`src/rtl/core/m4v_pkg.sv`:
```
package m4v_pkg;

	localparam int DATA_W        = 32;
	localparam int PROD_W        = 2 * DATA_W;
	localparam int PAIR_W        = PROD_W + 1;
	localparam int ACC_W         = PROD_W + 2;
	localparam int DIM           = 4;
	localparam int FRAC_BITS_DEF = 16;

	typedef logic signed [DATA_W-1:0] data_t;
	typedef logic signed [PROD_W-1:0] prod_t;
	typedef logic signed [PAIR_W-1:0] pair_t;
	typedef logic signed [ACC_W-1:0]  acc_t;

	localparam data_t DATA_MAX = {1'b0, {(DATA_W - 1){1'b1}}};
	localparam data_t DATA_MIN = {1'b1, {(DATA_W - 1){1'b0}}};

	typedef enum logic {
		REQ_LOAD  = 1'b0,
		REQ_XFORM = 1'b1
	} req_t;

	typedef struct packed {
		logic en_s1;
		logic en_s2;
		logic en_s3;
		logic ld_out;
	} pipe_ctl_t;

endpackage

```
`src/rtl/core/m4v_merge.sv`:
```
module m4v_merge #(
	parameter int FRAC_BITS = m4v_pkg::FRAC_BITS_DEF
) (
	input  logic                clk,
	input  m4v_pkg::pipe_ctl_t  ctl,
	input  m4v_pkg::acc_t       sum [m4v_pkg::DIM],
	output m4v_pkg::data_t      res [m4v_pkg::DIM],
	output logic                sat
);
	import m4v_pkg::*;

	acc_t  shifted [DIM];
	data_t clamped [DIM];
	logic  [DIM-1:0] over;

	always_comb begin
		for (int k = 0; k < DIM; k++) begin
			shifted[k] = sum[k] >>> FRAC_BITS;
			over[k] = !((&shifted[k][ACC_W-1:DATA_W-1]) || !(|shifted[k][ACC_W-1:DATA_W-1]));
			if (!over[k]) begin
				clamped[k] = shifted[k][DATA_W-1:0];
			end else if (shifted[k][ACC_W-1]) begin
				clamped[k] = DATA_MIN;
			end else begin
				clamped[k] = DATA_MAX;
			end
		end
	end

	always_ff @(posedge clk) begin
		if (ctl.ld_out) begin
			for (int k = 0; k < DIM; k++) begin
				res[k] <= clamped[k];
			end
			sat <= |over;
		end
	end

endmodule

```
`config.mk`:
```
export PLATFORM = sky130hd
export DESIGN_NAME = m4v_merge
export DESIGN_NICKNAME = d
export VERILOG_FILES = /design/src/rtl/core/m4v_pkg.sv /design/src/rtl/core/m4v_merge.sv
export SDC_FILE = /design/constraint.sdc
export NUM_CORES = 1
export LEC_CHECK = 0
export BUFFER_PORTS_ARGS = -buffer_cell sky130_fd_sc_hd__buf_2
export CORE_AREA = 8 8 149 151
export CTS_CLUSTER_SIZE = 24
export DETAILED_ROUTE_END_ITERATION = 6
export DIE_AREA = 0 0 157 159
export SLEW_MARGIN = 40
export SYNTH_ARGS = -nofsm -noshare
export SYNTH_HDL_FRONTEND = slang
export SYNTH_SLANG_ARGS = --single-unit
```
`constraint.sdc`:
```
create_clock -name clk -period 2 [get_ports clk]
set_clock_uncertainty 0.05 [all_clocks]
set_input_delay 0.5 -clock clk [delete_from_list [all_inputs] [get_ports clk]]
set_output_delay 0.5 -clock clk [all_outputs]
set_load 0.03 [all_outputs]
```
# Word level (Yosys, flattened, before mapping)
# Cells that the tools add are included.
# totals
ramBits	0
mem_count	0
latch_bits	0
out_inout_bits	129
word_cells	34
reg_bits	129
in_bits	269
rom_bits	0
# classes
bitwise_logic	0
n_mul	0
n_shift	0
order_cmp	0
reduce_logical	21
eq_ne	0
addsub	0
muxes	8
div_mod_pow	0
# ops
operator	n
2-to-1 mux 32 bit	8
AND reduction 19 bit	4
OR reduction 19 bit	4
zero test 1 bit	8
logical OR 1 bit	4
OR reduction 4 bit	1

# Logic depth before layout (Yosys ltp)
# Gate-level depths: netlist (run 1).
# logic_depth
depth_word	5
mapped_depth	6
ltp_nobuf	5

# Worst setup path after synthesis (run 1)
# No wires, ideal clock.
# synth_timing
path_kind	input to register
startpoint	input port sum[256] in the netlist's numbering
endpoint	register res[117] in the netlist's numbering, data pin
slack_ns	0.152
stages	6
arrival_time_ns	1.543
n_path_buf	1
path_cell_list	nor4_1 -> nand4_1 -> nor4_2 -> a311oi_2 -> buf_6 -> a21o_2
# synth_rtl
item	line_no	rtl
start, declared	m4v_merge.sv:6	input m4v_pkg::acc_t sum [m4v_pkg::DIM],
end signal, assigned by index	m4v_merge.sv:33	res[k] <= clamped[k];
end, declared	m4v_merge.sv:7	output m4v_pkg::data_t res [m4v_pkg::DIM],

==> results of run 1 <==
-- metrics by stage --
step	setup WS, ns	area [µm²]	hold WS [ns]
2_1_floorplan	0.152	5610	0.562
4_1_cts	0.240	8360	0.284
3_3_place_gp	-0.149	7800	0.719
6_report	0.234	8360	0.310
5_1_grt	0.143	8360	0.282
3_5_place_dp	-0.204	7800	0.723
-- layout make-up --
| type | instances | area [µm²] | area share, % |
|---|---|---|---|
| well taps | 270 | 338 | 4.04 |
| repair buffers | 366 | 2080 | 24.9 |
| clock inverters | 10 | 120 | 1.44 |
| multi-input cells | 185 | 1510 | 18.1 |
| clock buffers | 19 | 433 | 5.18 |
| flip-flops and latches | 129 | 3870 | 46.4 |
-- cells in the final DEF, fill, tap and decap left out --
master / synthesis / routed
sky130_fd_sc_hd__buf_2: 3 / 329
sky130_fd_sc_hd__edfxtp_1: 129 / 129
sky130_fd_sc_hd__a21o_2: 85 / 85
sky130_fd_sc_hd__a21o_1: 39 / 39
sky130_fd_sc_hd__buf_4: 3 / 24
sky130_fd_sc_hd__nand4_1: 21 / 21
sky130_fd_sc_hd__clkbuf_16: 0 / 17
sky130_fd_sc_hd__nor4_1: 16 / 16
sky130_fd_sc_hd__buf_12: 0 / 12
sky130_fd_sc_hd__nor2_1: 8 / 8
sky130_fd_sc_hd__and3_1: 4 / 4
sky130_fd_sc_hd__nor4_2: 4 / 4
sky130_fd_sc_hd__a31o_2: 4 / 4
sky130_fd_sc_hd__a311oi_4: 0 / 4
sky130_fd_sc_hd__clkinv_1: 0 / 4
sky130_fd_sc_hd__clkinv_2: 0 / 3
sky130_fd_sc_hd__bufinv_16: 0 / 3
sky130_fd_sc_hd__clkbuf_1: 1 / 2
sky130_fd_sc_hd__buf_6: 18 / 1
-- per-layer routing --
layer  track usage [%]  up-vias
met5                 0        -
met4              3.28       10
met3              7.22       19
met2              22.8      189
met1              13.3     2035
li1                  -     2094
-- power by group --
group / internal [µW] / switching, µW
Combinational: 427 / 743
Clock: 1910 / 1070
Sequential: 3210 / 46.6
-- critical path, stage by stage --
cell	delay, ns
sky130_fd_sc_hd__buf_2	0.10
sky130_fd_sc_hd__nor4_1	0.34
sky130_fd_sc_hd__nand4_1	0.15
sky130_fd_sc_hd__nor4_2	0.15
sky130_fd_sc_hd__buf_4	0.16
sky130_fd_sc_hd__a311oi_4	0.04
sky130_fd_sc_hd__buf_4	0.22
sky130_fd_sc_hd__a21o_2	0.20
-- final timing paths --
path	slack (ns)	end
setup / recovery	0.23	res[102]$_DFFE_PP_
hold / removal	0.31	res[65]$_DFFE_PP_
-- Yosys cell counts (all sizes together) --
library cell	instances
a21o	124
a311oi	4
a31o	4
and3	4
buf	24
clkbuf	1
dlygate4sd3	3
edfxtp	129
nand4	21
nor2	8
nor4	20
-- sequential cells by signal, indices dropped and copies added (netlist names) --
register and count:
sat 1, res 128
-- logic make-up (layout without fill, tap and decap cells) --
kind of cell           count (synthesis)  after routing
AO/OA/AOI/OAI                        132            132
AND/OR/NAND/NOR                       53             53
buffers and inverters                 28            395
flip-flops                           129            129
==> impl_metrics.py, run 1 <==
metrics = {
    "worst_setup_path": {
        "required_time_of_the_worst_setup_path_ns": 2.11,
        "setup.worst_path.class": "in -> reg",
        "worstSetupStartpointType": "input port",
        "critical_path_arrival_ns": 1.88,
        "setup.worst_path.start": "sum[248]",
        "setup.worst_path.end_class": "register",
        "cp_max_fo": 19,
    },
    "clock_network": {
        "path_clk_slew_ns": 0.06,
        "tritoncts.num_buffers": 17,
        "cts.htree.levels": 4,
        "cts_tree": "yes",
        "cts_hold_buffers": 0,
        "cts-resized-gates": 0,
        "clock_path_buffers": 2,
        "ctsRootBufferMaster": "sky130_fd_sc_hd__clkbuf_16",
        "postCtsSetupBuffers": 0,
        "tritoncts_num_sinks": 129,
    },
    "place": {
        "place.gp.congestion": 0.746,
        "count_of_input_and_output_buffers": 330,
        "dp.cells": 950,
        "post-dp-hpwl_um": 13300,
    },
    "pwr": {
        "vdd.ir_drop.worst_mv": 0.550,
        "totalPowerFinal_uw": 7410,
        "power.density_nw_per_um2": 887,
        "power_leakage_uw": 0.00393,
    },
    "sta": {
        "setup_viol": 0,
        "grt_setup_unrepaired": "no",
        "final_max_slew_viol_count": 0,
        "timing.fmax_mhz": 566,
        "hold_viol": 0,
        "tns_ns": 0,
        "max-slew-margin-rel_pct": 65.4,
        "finalCritPeriodShare_pct": 88.3,
        "timing_worst_slew_pin_value_ns": 0.520,
        "finalCriticalPeriod_ns": 1.77,
    },
    "grt": {
        "global_route_wire_length_before_repair_um": 25200,
        "globalRouteOverflowTotal": 0,
        "number_of_global_route_vias_before_repair": 4694,
        "gr-usage-all-layers_pct": 13.1,
        "grt_antenna_before_repair": 5,
        "largest_net_degree_at_the_start_of_global_routing": 37,
    },
    "floorplan": {
        "io_pins": 398,
        "die_y_um": 159,
        "rows": 52,
        "initial_utilization_pct": 28.3,
        "floorplan.die.width_um": 157,
        "dieArea_um2": 25000,
        "design.core.area_um2": 19800,
    },
    "min_path": {
        "startpoint_of_the_lowest_slack_hold_path": "sum[149]",
        "timing.hold.worst.class": "in -> reg",
        "whs_path_depth": 2,
    },
    "drt": {
        "drt_iter0_markers": 207,
        "wirelength_met1_um": 6150,
        "drc": 0,
        "routed.top_layer": "met5",
        "route.vias.total": 4347,
        "wl_um": 16800,
        "wl_met2_um": 8480,
        "via_per_inst": 4.44,
        "detail_routed_net_length_per_standard_cell_um": 17.1,
        "met3_routed_wl_um": 1950,
        "length_of_the_first_detailed_routing_pass_in_iterations": 4,
        "antenna_nets_post_route": 0,
    },
    "layout": {
        "layout.cells.non_filler": 979,
        "insertedDiodeCount": 0,
        "filler_cell_count": 1909,
        "layout-drive-gt1-share_pct": 68.5,
        "layout.nets": 968,
        "finalCoreUtilization_pct": 42.1,
        "flow.area_growth_from_synthesis_pct": 49.0,
    },
    "yosys": {
        "synth.distinct_cells": 16,
        "synthAdderAreaFrac_pct": 0,
        "synthTopCellsByArea": "sky130_fd_sc_hd__edfxtp_1 (69%), sky130_fd_sc_hd__a21o_2 (13%), sky130_fd_sc_hd__a21o_1 (5.2%)",
        "synth.mux.area_fraction_pct": 0,
        "synth-simple-area-share_pct": 6.00,
        "register_area_share_after_synthesis_pct": 69.0,
        "synthCells": 342,
        "post_synth_instance_area_um2": 5610,
        "synth_area_in_xor_xnor_pct": 0,
        "ys_ff_latch": 129,
        "fraction_of_the_mapped_netlist_area_in_compound_gates_pct": 20.1,
        "ys_warn_count": 0,
        "synth_top_family_by_area": "compound AO/OA/AOI/OAI gates",
        "postSynthAreaPerCell_um2": 16.4,
        "mappedNetlistNets": 611,
        "yosys.area.top_type_share_pct": 69.0,
        "synth.largest_area_cell": "sky130_fd_sc_hd__edfxtp_1",
    },
    "run_status": {
        "status": "finished, final reports clean",
    },
    "flow_run": {
        "timing.max_cap.violations": 0,
    },
}
No activity file was read; power rests on OpenSTA's default activity.
==> inputs of run 2 (changes only) <==
- CELL_PAD_IN_SITES_DETAIL_PLACEMENT: unset -> 1
- CELL_PAD_IN_SITES_GLOBAL_PLACEMENT: unset -> 2
- CORE_AREA: 8 8 149 151 -> unset
- CORE_MARGIN: unset -> 8
- CORE_UTILIZATION: unset -> 25
- DIE_AREA: 0 0 157 159 -> unset
- PLACE_DENSITY_LB_ADDON: unset -> 0.1
==> impl_metrics.py, run 2 (same netlist as run 1, synthesis figures left out) <==
metrics = {
    "worst_setup_path": {
        "critPathCapture": "res[0]$_DFFE_PP_",
        "setup.worst_path.start": "sum[51]",
        "critical_path_arrival_ns": 1.86,
        "required_time_of_the_worst_setup_path_ns": 2.11,
        "setup.worst_path.class": "in -> reg",
        "cp_max_fo": 15,
        "worstSetupStartpointType": "input port",
        "setup.worst_path.end_class": "register",
    },
    "pwr": {
        "p_switching_uw": 1900,
        "internal_power_uw": 5450,
        "power_leakage_uw": 0.00399,
        "seq_power_share_pct": 44.3,
        "sw_frac_of_total_pct": 25.9,
        "power.density_nw_per_um2": 866,
        "share_comb_of_total_power_pct": 16.5,
        "vdd.ir_drop.worst_mv": 0.513,
        "totalPowerFinal_uw": 7360,
        "clockPowerShare_pct": 39.2,
    },
    "clock_network": {
        "clock_path_buffers": 2,
        "cts_tree": "yes",
        "cts_hold_buffers": 0,
        "tritoncts.num_buffers": 17,
        "postCtsSetupBuffers": 0,
        "cts-resized-gates": 0,
        "path_clk_slew_ns": 0.06,
        "ctsRootBufferMaster": "sky130_fd_sc_hd__clkbuf_16",
        "tritoncts_num_sinks": 129,
        "cts.htree.levels": 4,
    },
    "floorplan": {
        "io_pins": 398,
        "dieArea_um2": 27500,
        "initial_utilization_pct": 25.1,
        "design.core.area_um2": 22400,
        "rows": 55,
        "floorplan.die.width_um": 166,
        "die_y_um": 166,
    },
    "drt": {
        "route.vias.total": 4445,
        "via_per_inst": 4.41,
        "length_of_the_first_detailed_routing_pass_in_iterations": 4,
        "drt_iter0_markers": 166,
        "wl_um": 19000,
        "antenna_nets_post_route": 0,
        "drc": 0,
        "detail_routed_net_length_per_standard_cell_um": 18.8,
    },
    "layout": {
        "largestRegisters": "res x128, sat x1",
        "layout.cells.most_common": "sky130_fd_sc_hd__buf_2",
        "fin_area_um2": 8490,
        "regMostFlops": "res",
        "layout.nets": 979,
        "flow.area_growth_from_synthesis_pct": 51.4,
        "layout-drive-gt1-share_pct": 68.9,
        "layout.cells.non_filler": 1009,
        "largest_register_ff_count": 128,
        "filler_cell_count": 2487,
        "commonest_cells_after_routing_fill_and_taps_aside": "sky130_fd_sc_hd__buf_2 (329), sky130_fd_sc_hd__edfxtp_1 (129), sky130_fd_sc_hd__a21o_2 (85), sky130_fd_sc_hd__a21o_1 (39), sky130_fd_sc_hd__buf_4 (31)",
    },
    "sta": {
        "tns_ns": 0,
        "finalCritPeriodShare_pct": 87.3,
        "max-slew-margin-rel_pct": 66.7,
        "timing_worst_slew_pin_value_ns": 0.501,
        "hold_viol": 0,
        "timing.fmax_mhz": 573,
        "worst_slack_ns": 0.254,
        "grt_setup_unrepaired": "no",
        "final_max_slew_viol_count": 0,
        "setup_viol": 0,
        "finalCriticalPeriod_ns": 1.75,
    },
    "place": {
        "count_of_input_and_output_buffers": 330,
        "dp.cells": 976,
        "post_dp_cell_area_um2": 7960,
        "pre_cts_slack_ns": -0.200,
        "place.gp.congestion": 0.721,
        "post-dp-hpwl_um": 15400,
    },
    "grt": {
        "globalRouteOverflowTotal": 0,
        "number_of_global_route_vias_before_repair": 4922,
        "largest_net_degree_at_the_start_of_global_routing": 39,
        "grt_antenna_before_repair": 6,
        "gr-usage-all-layers_pct": 13.7,
        "global_route_wire_length_before_repair_um": 28800,
    },
    "run_status": {
        "status": "finished, final reports clean",
    },
    "flow_run": {
        "timing.max_cap.violations": 0,
    },
    "min_path": {
        "timing.hold.worst.class": "in -> reg",
    },
}
[run 2: cell count changes in the layout (fill, tap and decap cells not counted)]
cell,before,now
sky130_fd_sc_hd__clkbuf_1,2,3
sky130_fd_sc_hd__diode_2,0,3
sky130_fd_sc_hd__clkinv_2,3,4
sky130_fd_sc_hd__buf_4,24,31
sky130_fd_sc_hd__bufinv_16,3,2
sky130_fd_sc_hd__buf_12,12,16
[run 2: worst min path at each step]
stage | startpoint | end | slack (ns) | cells after the start
after floorplan | ctl[0] | res[0]$_DFFE_PP_ | 0.56 | 0
final | sum[32] | res[16]$_DFFE_PP_ | 0.31 | 2
after detailed placement | sum[31] | res[15]$_DFFE_PP_ | 0.72 | 2
after global routing | sum[230] | res[112]$_DFFE_PP_ | 0.28 | 2
after global placement | sum[84] | res[34]$_DFFE_PP_ | 0.72 | 2
after CTS | sum[32] | res[16]$_DFFE_PP_ | 0.28 | 2
[run 2: critical path, cell delays in order]
cell and delay (ns):
sky130_fd_sc_hd__buf_2 0.11, sky130_fd_sc_hd__nor4_1 0.30, sky130_fd_sc_hd__nand4_1 0.17, sky130_fd_sc_hd__nor4_2 0.18, sky130_fd_sc_hd__buf_4 0.17, sky130_fd_sc_hd__a311oi_4 0.07, sky130_fd_sc_hd__buf_12 0.20, sky130_fd_sc_hd__a21o_1 0.15
[run 2: metal layers]
layer,up-vias,global-route usage [%],routed length (µm)
li1,2120,-,-
met1,2111,14.1,7180
met2,188,23.8,9790
met3,20,7.32,1720
met4,6,3.95,218
met5,-,0,40
[run 2: power groups by stage]
| stage | logic [µW] | registers [µW] | clock network, µW |
|---|---|---|---|
| floorplan | 178 | 3760 | 0 |
| global placement | 1210 | 3310 | 0 |
| detailed placement | 1230 | 3320 | 0 |
| CTS | 1240 | 3260 | 2980 |
| global route | 1290 | 3280 | 3080 |
| finish | 1210 | 3260 | 2890 |
[run 2: layout make-up]
type	count	area [µm²]	share of cell area [%]
flip-flops and latches	129	3870	45.6
diodes	3	7.51	0.0884
multi-input cells	185	1510	17.8
well taps	285	357	4.20
clock inverters	10	95.1	1.12
clock buffers	20	437	5.14
repair buffers	377	2210	26.0
[run 2: metrics by stage]
stage	utilization, %	hold slack [ns]
2_1_floorplan	-	0.562
3_3_place_gp	35.6	0.720
3_5_place_dp	35.6	0.724
4_1_cts	37.9	0.282
5_1_grt	38.0	0.280
6_report	38.0	0.310
